$ cat src/rtl/core/ppp_pkg.sv
// ppp_pkg: shared types, widths and codes of the perspective point projector
// used by every module under rtl/core; depends on nothing
package ppp_pkg;

  localparam int CoordW    = 32;
  localparam int MaxVert   = 256;
  localparam int CntW      = 9;
  localparam int AccW      = 40;
  localparam int CoefW     = 16;
  localparam int RowW      = 48;
  localparam int DvdW      = 48;
  localparam int DvsW      = 32;
  localparam int QuotW     = DvdW + 1;
  localparam int StepW     = 6;
  localparam int QueDepth  = 2;
  localparam int InDataW   = 3 * CoordW;
  localparam int OutDataW  = 6 * CoordW;
  localparam int CfgIdxW   = 3;

  localparam logic [CfgIdxW-1:0] REG_ROT0  = 3'd0;
  localparam logic [CfgIdxW-1:0] REG_ROT1  = 3'd1;
  localparam logic [CfgIdxW-1:0] REG_ROT2  = 3'd2;
  localparam logic [CfgIdxW-1:0] REG_OFFX  = 3'd3;
  localparam logic [CfgIdxW-1:0] REG_OFFY  = 3'd4;
  localparam logic [CfgIdxW-1:0] REG_OFFZ  = 3'd5;
  localparam logic [CfgIdxW-1:0] REG_MODE  = 3'd6;

  localparam int ModeNegY  = 0;
  localparam int ModeOrtho = 1;

  typedef struct packed {
    logic               last;
    logic [CoordW-1:0]  z;
    logic [CoordW-1:0]  y;
    logic [CoordW-1:0]  x;
  } item_t;

  typedef struct packed {
    logic   valid;
    item_t  item;
  } qhead_t;

  typedef struct packed {
    logic [2:0][RowW-1:0]   rot;
    logic [2:0][CoordW-1:0] off;
    logic [1:0]             mode;
  } cfg_t;

  typedef struct packed {
    logic             start;
    logic             neg;
    logic [DvdW-1:0]  dvd;
    logic [DvsW-1:0]  dvs;
  } div_req_t;

  typedef struct packed {
    logic                     done;
    logic signed [QuotW-1:0]  quot;
  } div_rsp_t;

endpackage

$ cat src/rtl/core/ppp_div.sv
// ppp_div: shared restoring divider, one quotient bit per cycle
// depends on ppp_pkg
module ppp_div (
  input  logic               clk,
  input  logic               rst_n,
  input  ppp_pkg::div_req_t  req,
  output ppp_pkg::div_rsp_t  rsp
);

  logic                            busy_r;
  logic                            done_r;
  logic [ppp_pkg::StepW-1:0]       step_r;
  logic [ppp_pkg::DvdW-1:0]        dvd_r;
  logic [ppp_pkg::DvsW-1:0]        dvs_r;
  logic [ppp_pkg::DvsW-1:0]        rem_r;
  logic                            neg_r;
  logic [ppp_pkg::DvsW:0]          shifted;
  logic                            ge;
  logic [ppp_pkg::DvsW-1:0]        rem_nxt;
  logic [ppp_pkg::DvdW-1:0]        dvd_nxt;
  logic signed [ppp_pkg::QuotW-1:0] mag;

  assign shifted = {rem_r, dvd_r[ppp_pkg::DvdW-1]};
  assign ge      = shifted >= {1'b0, dvs_r};
  assign rem_nxt = ge ? ppp_pkg::DvsW'(shifted - {1'b0, dvs_r})
                      : shifted[ppp_pkg::DvsW-1:0];
  assign dvd_nxt = {dvd_r[ppp_pkg::DvdW-2:0], ge};

  assign mag      = $signed({1'b0, dvd_r});
  assign rsp.done = done_r;
  assign rsp.quot = neg_r ? -mag : mag;

  always_ff @(posedge clk) begin
    if (!rst_n) begin
      busy_r <= 1'b0;
      done_r <= 1'b0;
      step_r <= '0;
    end else begin
      done_r <= !req.start && busy_r &&
                (step_r == ppp_pkg::StepW'(ppp_pkg::DvdW - 1));
      if (req.start) begin
        busy_r <= 1'b1;
        step_r <= '0;
      end else if (busy_r) begin
        step_r <= step_r + 1'b1;
        if (step_r == ppp_pkg::StepW'(ppp_pkg::DvdW - 1)) begin
          busy_r <= 1'b0;
        end
      end
    end
  end

  always_ff @(posedge clk) begin
    if (req.start) begin
      dvd_r <= req.dvd;
      dvs_r <= req.dvs;
      neg_r <= req.neg;
      rem_r <= '0;
    end else if (busy_r) begin
      dvd_r <= dvd_nxt;
      rem_r <= rem_nxt;
    end
  end

endmodule

$ cat config.mk
export PLATFORM = sky130hd
export DESIGN_NAME = ppp_div
export DESIGN_NICKNAME = d
export VERILOG_FILES = /design/src/rtl/core/ppp_pkg.sv /design/src/rtl/core/ppp_div.sv
export SDC_FILE = /design/constraint.sdc
export NUM_CORES = 1
export LEC_CHECK = 0
export BUFFER_PORTS_ARGS = -buffer_cell sky130_fd_sc_hd__buf_2
export CAP_MARGIN = 20
export CORE_ASPECT_RATIO = 0.6
export CORE_MARGIN = 1.5
export CORE_UTILIZATION = 40
export CTS_CLUSTER_DIAMETER = 50
export DETAILED_ROUTE_END_ITERATION = 16
export GPL_ROUTABILITY_DRIVEN = 0
export SETUP_SLACK_MARGIN = 0.4
export SYNTH_ARGS = -nofsm -noshare
export SYNTH_HDL_FRONTEND = slang
export SYNTH_SLANG_ARGS = --single-unit
$ cat constraint.sdc
create_clock -name clk -period 3.5 [get_ports clk]
set_input_delay 0.175 -clock clk [delete_from_list [all_inputs] [get_ports clk]]
set_output_delay 0.175 -clock clk [all_outputs]
set_load 0.01 [all_outputs]
==> impl_results.md <==
- Status: complete, but fails checks
- Failing checks: setup timing
- FF+latch count, synth: 121
- FF+latch area: 3230 um2
- Final WL: 20.6 mm
- Highest clock rate: 262 MHz
- Crit path DAT: 3.64 ns
- Cell with the most instances on the worst path: or3_4
- Final ANT Viol Nets: 0
- CTS tree: yes
- Slew headroom: 48.5%
- Nets: 1,076
- Mean Syn Cell Area: 9.84 um2
- Slew Limit Fails: 0
- RSZ-0062 raised after global routing: yes
- Final core occ: 52.8%
- Layout cells sized above 1: 29.2%
- Initial antenna violation count: 0
- Critical Path Fanout Max: 4
- Slew @ Worst Pin: 0.772 ns
- Hold Path Class: in2reg
- Core Region: 18,400 um2
- Mapped Area: 7610 um2
- Slowest CP cell: or4b_4
- WL per Instance: 17.0 um
- Reg2Reg Depth: 12
- Clk_lat worst skew: 0.42 ns
- CP Cell Sequence: or3_4 > or3_4 > or3_4 > or4b_4 > or2_4 > or3_4 > o31ai_4 > xnor2_2 > buf_2
- Fin. Hold Viols: 0
- Mapped Cells: 773
- Io pins: 134
- Post-layout instance area: 9700 um2
- H-tree Lvls: 4
- Max-cap violations: 0
- IO buf count: 133
- Pleak: 3.86 nW
- Via/cell ratio: 5.38
- Placed Area: 8630 um2
- Ys async rst share: 0%
- Area of the multi-input gates: 4180 um2
- Fin crit period: 3.82 ns
- Area Growth Syn to Fin: 27.5%
- Clk sink count: 121
- Initial Util: 41.4%
- Max stage delay on crit path: 0.56 ns
- Yosys cell types: 65
- DP HPWL: 14.8 mm
- Chip Width: 181 um
- Max Root-Sink Buffers: 2
- Placed instance count: 1,132
- Total gr overflow: 0
- WP data required: 3.32 ns
- Pwr Density: 459 nW/um2
- DRC: 0
- Most used DFF post-synth: edfxtp_1
- Cell row count: 38
- Worst setup EP type: primary output
- Post-synth EDFFs: 81
- Crit path launch type: flop
- Worst setup margin: -0.316 ns
- Die Area: 19,900 um2
- Setup-failing EPs final: 12
- VDD IR max: 342 uV
- Crit Path Category: reg2out
- Layout Skew: 0.00875 ns
- Post-route clock period utilization: 109%
- Num CTS Buffers: 17
- Syn Nets: 892
- Vias post-DR: 6,507
- Root Driver: clkbuf_16
- Antenna diodes: 0
- Drt first pass iters: 5
- Largest net degree at the start of global routing: 64
- Yosys warns: 0
- Hold path cells: 2
- First-pass GRT wire length: 32.1 mm
- Sequential-to-total area share from yosys stat: 42.5%
- Clk slew on worst S/H paths: 0.05 ns
- Vias in the first global route: 5,949
- Initial DRC Count: 460
- Vert. Die Dim: 110 um
- Fillers: 1,714
- Final cell count without fillers: 1,210
- Overall global routing resource usage: 21.0%
-- logic make-up (layout without fill, tap and decap cells) --
group / count (synthesis) / in the layout / synth area share, %
flip-flops: 121 / 121 / 42.5
XOR/XNOR: 75 / 75 / 8.64
adder cells (fa/ha/maj): 35 / 35 / 5.86
multiplexers: 52 / 52 / 7.62
buffers and inverters: 81 / 278 / 4.19
AO/OA/AOI/OAI: 171 / 171 / 15.7
AND/OR/NAND/NOR: 238 / 238 / 15.5
-- metrics by stage --
step                      hold WS, ns  TNS [ns]  worst slack [ns]  total power, mW
after global placement          0.353         0             0.101             2.79
final                          0.0201     -2.23            -0.316             4.45
after global routing           0.0189     -3.72            -0.404             4.68
after CTS                     0.00403     -1.93            -0.294             4.47
after floorplan                 0.274         0             0.241             2.45
after detailed placement        0.353         0            0.0206             2.79
-- cell usage after synthesis, drive strengths merged, types with 3 or more instances --
cell type / number / area [um2]
or4: 8 / 73.8
buf: 5 / 33.8
a21o: 7 / 52.6
o211ai: 6 / 45.0
nand4: 13 / 81.3
dfxtp: 40 / 801
o21a: 4 / 30.0
xnor2: 61 / 534
mux2i: 5 / 50.1
nand3: 14 / 70.1
o31ai: 23 / 178
edfxtp: 81 / 2430
xor2: 14 / 123
a221oi: 3 / 26.3
o21ai: 33 / 165
nand2: 94 / 353
a22oi: 4 / 30.0
nor4: 4 / 25.0
ha: 34 / 425
or3: 14 / 116
nor2: 55 / 206
nor3: 9 / 45.0
nor2b: 5 / 31.3
nand2b: 10 / 62.6
o41ai: 6 / 71.3
o21bai: 7 / 52.6
inv: 43 / 161
a311oi: 23 / 201
a21oi: 37 / 185
clkbuf: 33 / 124
mux2: 47 / 529
-- worst max-delay path, delay by kind of cell, from the launching register on --
kind	cells	cell delay (ns)
flip-flops	1	0.38
AND/OR/NAND/NOR	6	2.37
buffers and inverters	1	0.14
XOR/XNOR	1	0.13
AO/OA/AOI/OAI	1	0.22
-- sequential cells by signal (all words and copies together), names as in the netlist --
| register | flops |
|---|---|
| busy_r | 1 |
| done_r | 1 |
| dvd_r | 48 |
| dvs_r | 32 |
| neg_r | 1 |
| rem_r | 32 |
| step_r | 6 |
-- per-layer routing --
layer  vias up  wire [um]  track usage, %
met4         0        140            5.30
met1      3081      11300            34.3
met5         -          0               0
met3        14       1280            4.14
met2       202       7830            26.9
li1       3210          -               -
-- final cells by class --
type | count | share of cell area, %
sequential | 121 | 33.4
multi-input combinational | 571 | 43.1
inverter | 43 | 1.66
tap | 240 | 3.10
timing repair buffer | 203 | 13.3
clock inverter | 9 | 0.787
clock buffer | 23 | 4.72
-- repair_timing --
item | 4_1_cts | 5_1_grt
buffers inserted | 6 | 7
resized for setup | 10 | 9
cloned | 0 | 0
hold endpoints to repair | 33 | 0
hold buffers | 33 | 0
setup endpoints to repair | 24 | 40
pin swaps | 6 | 9
-- placed cells by master (no fill, tap or decap), types with 7 or more instances in the layout --
cell type / instances
buf_4: 35
o21ai_0: 30
inv_1: 42
mux2_2: 47
buf_2: 132
nand2_1: 94
ha_1: 34
dlygate4sd3_1: 33
nand4_1: 13
xor2_1: 14
nor3_1: 8
nand3_1: 12
a311oi_1: 22
nand2b_1: 10
a21oi_1: 35
dfxtp_1: 39
nor2_1: 55
edfxtp_1: 81
o31ai_1: 18
a21o_1: 7
clkbuf_16: 17
xnor2_1: 60
-- final timing paths --
kind	start	slack, ns	endpoint
worst max register to register	dvs_r[10]	0.58	rem_r[6]
worst min register to register	rem_r[28]	0.48	rem_r[28]
worst max-delay path	dvd_r[23]	-0.32	rsp[43]
worst min-delay path	rst_n	0.02	busy_r
-- where the power goes --
group / total, mW / internal, mW / switching [mW]
sequential: 1.78 / 1.67 / 0.115
combinational: 1.06 / 0.481 / 0.576
clock: 1.61 / 0.986 / 0.628
total: 4.45 / 3.13 / 1.32
No activity file was read; power rests on OpenSTA's default activity.
