**config.mk**
```make
export PLATFORM = sky130hd
export DESIGN_NAME = ppp_front
export DESIGN_NICKNAME = d
export VERILOG_FILES = /design/src/rtl/core/ppp_pkg.sv /design/src/rtl/core/ppp_front.sv
export SDC_FILE = /design/constraint.sdc
export NUM_CORES = 1
export LEC_CHECK = 0
export BUFFER_PORTS_ARGS = -buffer_cell sky130_fd_sc_hd__buf_2
export CAP_MARGIN = 20
export CORE_AREA = 2 2 131 133
export DETAILED_ROUTE_END_ITERATION = 8
export DIE_AREA = 0 0 133 135
export PLACE_DENSITY = 0.7
export SYNTH_ARGS = -nofsm -noshare
export SYNTH_HDL_FRONTEND = slang
export SYNTH_SLANG_ARGS = --single-unit
```
**constraint.sdc**
```tcl
create_clock -name clk -period 4.1 [get_ports clk]
set_input_delay 0.82 -clock clk [delete_from_list [all_inputs] [get_ports clk]]
set_output_delay 0.82 -clock clk [all_outputs]
set_load 0.005 [all_outputs]
```
**src/rtl/core/ppp_pkg.sv**
```systemverilog
// ppp_pkg: shared types, widths and codes of the perspective point projector
// used by every module under rtl/core; depends on nothing
package ppp_pkg;

  localparam int CoordW    = 32;
  localparam int MaxVert   = 256;
  localparam int CntW      = 9;
  localparam int AccW      = 40;
  localparam int CoefW     = 16;
  localparam int RowW      = 48;
  localparam int DvdW      = 48;
  localparam int DvsW      = 32;
  localparam int QuotW     = DvdW + 1;
  localparam int StepW     = 6;
  localparam int QueDepth  = 2;
  localparam int InDataW   = 3 * CoordW;
  localparam int OutDataW  = 6 * CoordW;
  localparam int CfgIdxW   = 3;

  localparam logic [CfgIdxW-1:0] REG_ROT0  = 3'd0;
  localparam logic [CfgIdxW-1:0] REG_ROT1  = 3'd1;
  localparam logic [CfgIdxW-1:0] REG_ROT2  = 3'd2;
  localparam logic [CfgIdxW-1:0] REG_OFFX  = 3'd3;
  localparam logic [CfgIdxW-1:0] REG_OFFY  = 3'd4;
  localparam logic [CfgIdxW-1:0] REG_OFFZ  = 3'd5;
  localparam logic [CfgIdxW-1:0] REG_MODE  = 3'd6;

  localparam int ModeNegY  = 0;
  localparam int ModeOrtho = 1;

  typedef struct packed {
    logic               last;
    logic [CoordW-1:0]  z;
    logic [CoordW-1:0]  y;
    logic [CoordW-1:0]  x;
  } item_t;

  typedef struct packed {
    logic   valid;
    item_t  item;
  } qhead_t;

  typedef struct packed {
    logic [2:0][RowW-1:0]   rot;
    logic [2:0][CoordW-1:0] off;
    logic [1:0]             mode;
  } cfg_t;

  typedef struct packed {
    logic             start;
    logic             neg;
    logic [DvdW-1:0]  dvd;
    logic [DvsW-1:0]  dvs;
  } div_req_t;

  typedef struct packed {
    logic                     done;
    logic signed [QuotW-1:0]  quot;
  } div_rsp_t;

endpackage

```
**src/rtl/core/ppp_front.sv**
```systemverilog
// ppp_front: input stream acceptance and a two-entry item queue
// depends on ppp_pkg
module ppp_front (
  input  logic                          clk,
  input  logic                          rst_n,
  input  logic                          in_tvalid,
  output logic                          in_tready,
  input  logic [ppp_pkg::InDataW-1:0]   in_tdata,
  input  logic                          in_tlast,
  output ppp_pkg::qhead_t               head,
  input  logic                          pop
);

  ppp_pkg::item_t mem_r [ppp_pkg::QueDepth];
  logic           wr_ptr_r;
  logic           rd_ptr_r;
  logic [1:0]     cnt_r;
  logic           push;
  logic           do_pop;

  assign in_tready = (cnt_r != 2'(ppp_pkg::QueDepth));
  assign push      = in_tvalid && in_tready;
  assign do_pop    = pop && (cnt_r != 2'd0);

  assign head.valid = (cnt_r != 2'd0);
  assign head.item  = mem_r[rd_ptr_r];

  always_ff @(posedge clk) begin
    if (push) begin
      mem_r[wr_ptr_r] <= '{last: in_tlast,
                           z: in_tdata[3*ppp_pkg::CoordW-1:2*ppp_pkg::CoordW],
                           y: in_tdata[2*ppp_pkg::CoordW-1:ppp_pkg::CoordW],
                           x: in_tdata[ppp_pkg::CoordW-1:0]};
    end
  end

  always_ff @(posedge clk) begin
    if (!rst_n) begin
      wr_ptr_r <= 1'b0;
      rd_ptr_r <= 1'b0;
      cnt_r    <= 2'd0;
    end else begin
      if (push) wr_ptr_r <= ~wr_ptr_r;
      if (do_pop) rd_ptr_r <= ~rd_ptr_r;
      if (push && !do_pop) cnt_r <= cnt_r + 2'd1;
      else if (!push && do_pop) cnt_r <= cnt_r - 2'd1;
    end
  end

endmodule

```
==> flow_metrics.py, run 1 <==
metrics = {
    "critical_path": {
        "path_class": "flip-flop to primary output",
        "crit_path_end_kind": "primary output",
        "start_kind": "flip-flop",
        "reg2regPathDepth": 3,
        "critPathArrivalTime_ns": 2.14,
        "cp.required_ns": 3.28,
        "worst-path-max-fanout": 55,
    },
    "yosys": {
        "netlist_top_cells_area": "edfxtp_1, mux2_2, mux2_4, dfxtp_1, buf_6",
        "syn_inst": 326,
        "syn_nets": 428,
        "synth_ff_type": "edfxtp_1",
        "netlist.area_leader.share_pct": 79.2,
        "avgSynthCellArea_um2": 22.6,
        "synthArstFlopShare_pct": 0,
        "synth_most_common_cell": "edfxtp_1",
        "synth_edf_count": 194,
        "ys_warn_count": 0,
        "synth_top_cell_by_area": "edfxtp_1",
        "ys_top_cells_by_count": "edfxtp_1, mux2_2, mux2_4, buf_2",
        "synth_seq_area_share_pct": 80.5,
        "ys_ff_latch": 199,
        "synth_cell_types": 21,
        "syn_area_mm2": 0.00736,
    },
    "route": {
        "met3_length_um": 921,
        "wl_mm": 13.1,
        "wl_met1_mm": 5.32,
        "drc_errors": 0,
        "via_per_inst": 4.75,
        "maxUsedRoutingLayer": "met4",
        "detail-route-antenna-nets": 0,
        "dr_wl_met2_mm": 6.67,
        "wl_per_cell_um": 17.0,
        "drt-initial-drc-count": 249,
        "drt_pass1_iterations": 5,
        "vias": 3649,
    },
    "die": {
        "die_h_um": 135,
        "rows": 47,
        "fp.dieArea_mm2": 0.0180,
        "io-pin-count": 200,
        "die_x_um": 133,
        "core_area_mm2": 0.0164,
        "initial_core_util_pct": 44.9,
    },
    "status": {
        "outcome": "finished, final reports clean",
    },
    "timing": {
        "setup_viol": 0,
        "slew_viol_final": 0,
        "fin_skew_ns": 0.00597,
        "maxSlewHeadroom_pct": 53.5,
        "tightestPinTransition_ns": 0.697,
        "rsz0062_at_grt": "false",
        "tns_ns": 0,
        "post-route-min-period_ns": 2.96,
        "fmax_mhz": 337,
        "fin_crit_sh_pct": 72.3,
        "hold_viol_final": 0,
    },
    "cts": {
        "h-tree-depth": 4,
        "clk_pin_slew_worst_paths_ns": 0.06,
        "cts_resized": 0,
        "cts_buffers": 17,
        "cts_buffer_depth": 2,
        "cts_tree": "yes",
        "cts.sinks": 199,
        "hold_buffers": 0,
        "cts_setup_buffers": 0,
        "cts_root_buffer": "clkbuf_16",
        "worst_skew_pair.late_latency_ns": 0.42,
    },
    "layout": {
        "final_nets": 638,
        "stdcell_count": 769,
        "layout-drive-gt1-share_pct": 61.2,
        "diodes": 0,
        "area_delta_synth_final_pct": 25.2,
    },
    "global_routing": {
        "grt_util_all_layers_pct": 14.8,
        "grt_max_degree": 56,
        "antenna_found_initial": 0,
        "overflow": 0,
        "grt_pass1_wl_mm": 20.1,
        "grt_pass1_vias": 3962,
    },
    "placed_design": {
        "gp_congestion": 0.736,
        "placed_cells": 737,
        "hpwl_mm": 8.57,
        "io_buffer_count": 199,
    },
    "hold_path": {
        "min_path_cells": 2,
        "worstHoldPathType": "flip-flop to flip-flop",
    },
    "power": {
        "combPwrFrac_pct": 21.4,
        "internal_power_uw": 4170,
        "p_sw_uw": 1370,
        "power.leakage_uw": 0.00348,
        "p_clk_share_pct": 30.4,
        "switching_share_pct": 24.7,
        "seqPwrFrac_pct": 48.3,
        "vdd_drop_max_mv": 0.329,
        "power.density_mw_per_mm2": 602,
        "finalPower_uw": 5540,
    },
    "job": {
        "max_cap_violations": 0,
    },
}
## worst paths after layout
check | to | start | slack (ns)
worst max-delay path | head[89] | flip-flop | 1.14
worst min-delay path | cnt_r[1] | cnt_r[1] | 0.57
worst max register to register | mem_r[1][52] | cnt_r[0] | 2.10
worst min register to register | cnt_r[1] | cnt_r[1] | 0.57
## cell usage in the layout (no fill, tap or decap), drive strengths merged
| cell type | instances |
|---|---|
| or3 | 1 |
| edfxtp | 194 |
| or2 | 1 |
| and2 | 4 |
| mux2 | 97 |
| dfxtp | 5 |
| a21boi | 2 |
| clkinvlp | 1 |
| a21bo | 1 |
| nand2b | 1 |
| buf | 202 |
| clkbuf | 17 |
| clkinv | 7 |
| ha | 1 |
| and3 | 1 |
| xnor2 | 2 |
| nand3b | 1 |
| bufinv | 3 |
| xor2 | 1 |
| o21ai | 2 |
| inv | 5 |
## layout make-up
type	count	area (µm²)
clock buffer	17	425
clock inverter	15	174
fill	1292	7190
inverter	1	6.26
multi-input combinational	115	1350
sequential	199	5930
tap	220	275
timing repair buffer	202	1060
## cell families (layout without fill, tap and decap cells)
family | count (synthesis) | count (layout) | share of synthesized area, %
buffers and inverters | 12 | 235 | 1.22
adder cells (fa/ha/maj) | 1 | 1 | 0.170
AO/OA/AOI/OAI | 5 | 5 | 0.476
XOR/XNOR | 3 | 3 | 0.357
flip-flops | 199 | 199 | 80.5
multiplexers | 97 | 97 | 16.4
AND/OR/NAND/NOR | 9 | 9 | 0.884
## worst max-delay path: stages, from the launching register on
cell,delay (ns)
dfxtp_4,0.79
buf_12,0.38
mux2_2,0.38
buf_2,0.13
## metal layers
layer / GRT usage [%] / up-vias
met4: 5.38 / 0
li1: - / 1710
met3: 5.07 / 11
met5: 0 / -
met1: 17.0 / 1791
met2: 25.9 / 137
## stage by stage
step                      instance area (µm²)  hold slack [ns]  util (%)  worst slack [ns]
final                                    9220            0.567      56.2              1.14
after global routing                     9220            0.556      56.2             0.987
after CTS                                9220            0.561      56.2              1.08
after detailed placement                 8620            0.566      52.5              1.54
after global placement                   8620            0.525      52.5              1.55
after floorplan                          7360            0.512         -             0.515
## state kept, by name, summed over array words and instances (netlist names), named ones only
name / flops
wr_ptr_r: 1
rd_ptr_r: 1
cnt_r: 2
mem_r: 194
## power by group through the flow
stage | combinational (µW) | clock (µW) | sequential (µW)
after detailed placement | 1210 | 0 | 2730
final | 1190 | 1680 | 2680
after floorplan | 805 | 0 | 2650
after global placement | 1190 | 0 | 2710
after global routing | 1290 | 1800 | 2710
after CTS | 1210 | 1720 | 2680
No activity file was read; power rests on OpenSTA's default activity.
==> run 2: changes to the inputs <==
Settings changed: PLACE_DENSITY 0.7 to 0.72.
Clock period 4.1 ns to 2.64 ns, I/O delays scaled along.
==> run 2 against run 1 <==
Net effect:
- clock power is 37% higher
- sequential power is 51% higher
- via count is 0.22% higher
- wire length is 2.7% lower
- count of clock-buffer cells in the layout is 2 higher
==> flow_metrics.py, run 2 (same netlist as run 1, synthesis figures left out) <==
metrics = {
    "timing": {
        "rsz0062_at_grt": "false",
        "fin_crit_sh_pct": 82.9,
        "hold_viol_final": 0,
        "maxSlewHeadroom_pct": 61.8,
        "tns_ns": 0,
        "finalHoldWorstSlack_ns": 0.297,
        "postLayoutSetupSlackWorst_ns": 0.452,
        "setup_viol": 0,
        "fmax_mhz": 457,
        "fin_skew_ns": 0.00710,
        "post-route-min-period_ns": 2.19,
        "slew_viol_final": 0,
        "tightestPinTransition_ns": 0.572,
    },
    "cts": {
        "worst_skew_pair.late_latency_ns": 0.42,
        "cts_setup_buffers": 0,
        "cts_buffers": 17,
        "cts_buffer_depth": 2,
        "clk_pin_slew_worst_paths_ns": 0.07,
        "cts_root_buffer": "clkbuf_16",
        "hold_buffers": 0,
        "cts_tree": "yes",
        "h-tree-depth": 4,
        "cts_resized": 0,
        "cts.sinks": 199,
    },
    "power": {
        "power.density_mw_per_mm2": 910,
        "p_sw_uw": 2060,
        "switching_share_pct": 24.6,
        "p_clk_share_pct": 27.6,
        "combPwrFrac_pct": 23.9,
        "power.leakage_uw": 0.00345,
        "internal_power_uw": 6300,
        "vdd_drop_max_mv": 0.432,
        "seqPwrFrac_pct": 48.5,
    },
    "route": {
        "wl_mm": 12.7,
        "vias": 3657,
        "detail-route-antenna-nets": 0,
        "wl_per_cell_um": 16.5,
        "drt_pass1_iterations": 4,
        "drc_errors": 0,
        "drt-initial-drc-count": 220,
        "via_per_inst": 4.76,
    },
    "critical_path": {
        "crit_family": "buffers and inverters",
        "critPathMaxStageDelay_ns": 0.40,
        "cp_cell_sequence": "buf_12 -> mux2_2 -> buf_2",
        "start_kind": "flip-flop",
        "crit_path_end_kind": "primary output",
        "crit_buf_inv": 2,
        "cp.required_ns": 2.11,
        "crit_slowest_cell": "mux2_2",
        "path_class": "flip-flop to primary output",
        "worst-path-max-fanout": 49,
        "critPathArrivalTime_ns": 1.66,
    },
    "hold_path": {
        "worstHoldPathType": "input pin to flip-flop",
    },
    "placed_design": {
        "gp_congestion": 0.695,
        "hpwl_mm": 8.58,
        "post-place-ws_ns": 0.659,
        "placed_cells": 740,
        "io_buffer_count": 199,
    },
    "layout": {
        "final_nets": 641,
        "largest_register": "mem_r",
        "top_regs": "mem_r: 194 flops, cnt_r: 2 flops",
        "final_common_cell": "buf_2",
        "mostFrequentLayoutCells": "buf_2, edfxtp_1, mux2_2, mux2_4, clkbuf_16",
        "layout-drive-gt1-share_pct": 60.3,
        "diodes": 0,
        "area_delta_synth_final_pct": 24.8,
        "stdcell_count": 769,
        "largest_reg_flops": 194,
    },
    "global_routing": {
        "antenna_found_initial": 1,
        "grt_max_degree": 55,
        "grt_pass1_wl_mm": 19.9,
        "grt_pass1_vias": 4019,
        "overflow": 0,
        "grt_util_all_layers_pct": 14.6,
    },
    "die": {
        "io-pin-count": 200,
        "initial_core_util_pct": 44.9,
        "die_x_um": 133,
        "core_area_mm2": 0.0164,
        "die_h_um": 135,
        "rows": 47,
        "fp.dieArea_mm2": 0.0180,
    },
    "job": {
        "max_cap_violations": 0,
    },
    "status": {
        "outcome": "finished, final reports clean",
    },
}
run 2: cell types whose count changed in the layout (fill, tap and decap cells not counted):
| cell | delta |
|---|---|
| bufinv_16 | -2 |
| clkinv_1 | +3 |
| inv_6 | -3 |
| clkbuf_1 | +2 |
| buf_12 | +2 |
| inv_4 | -1 |
| clkinv_2 | -3 |
| buf_4 | +1 |
| clkinvlp_4 | +1 |
run 2: path summary, 6_finish.rpt:
path                      from      endpoint  slack [ns]  cells after the start
setup / recovery     flip-flop      head[21]        0.45                      3
hold / removal    in_tdata[22]  mem_r[1][22]        0.30                      1
setup reg to reg      cnt_r[0]  mem_r[0][60]        0.80                      4
hold reg to reg       cnt_r[1]      cnt_r[1]        0.56                      2
run 2: power by group through the flow:
stage	registers [µW]	clock network [µW]	logic (µW)
3_3_place_gp	4100	0	1990
5_1_grt	4090	2510	2170
6_report	4050	2300	1990
4_1_cts	4060	2380	2040
2_1_floorplan	4100	0	1250
3_5_place_dp	4130	0	2030
run 2: metrics by stage:
stage	total power [µW]	cell area, µm²	utilization (%)
floorplan	5360	7360	-
global placement	6090	8660	52.8
detailed placement	6160	8660	52.8
CTS	8470	9180	56.0
global route	8770	9180	56.0
finish	8350	9180	56.0
run 2: worst register-to-register path: stages (launching register included):
cell        delay, ns
dfxtp_1          0.36
nand2b_4         0.17
nand3b_1         0.15
clkinvlp_4       0.46
buf_12           0.37
run 2: final cells by class:
class | instances | area [µm²]
fillers | 1259 | 7230
inverters | 1 | 7.51
clock inverters | 10 | 83.8
repair buffers | 205 | 1100
flip-flops and latches | 199 | 5930
clock buffers | 19 | 433
well taps | 220 | 275
multi-input cells | 115 | 1350
run 2: routing by layer:
layer	track usage, %	share of wire, %
met5	0	0.13
met1	16.9	40
met2	24.8	50
met3	5.89	8.3
met4	5.32	1.6
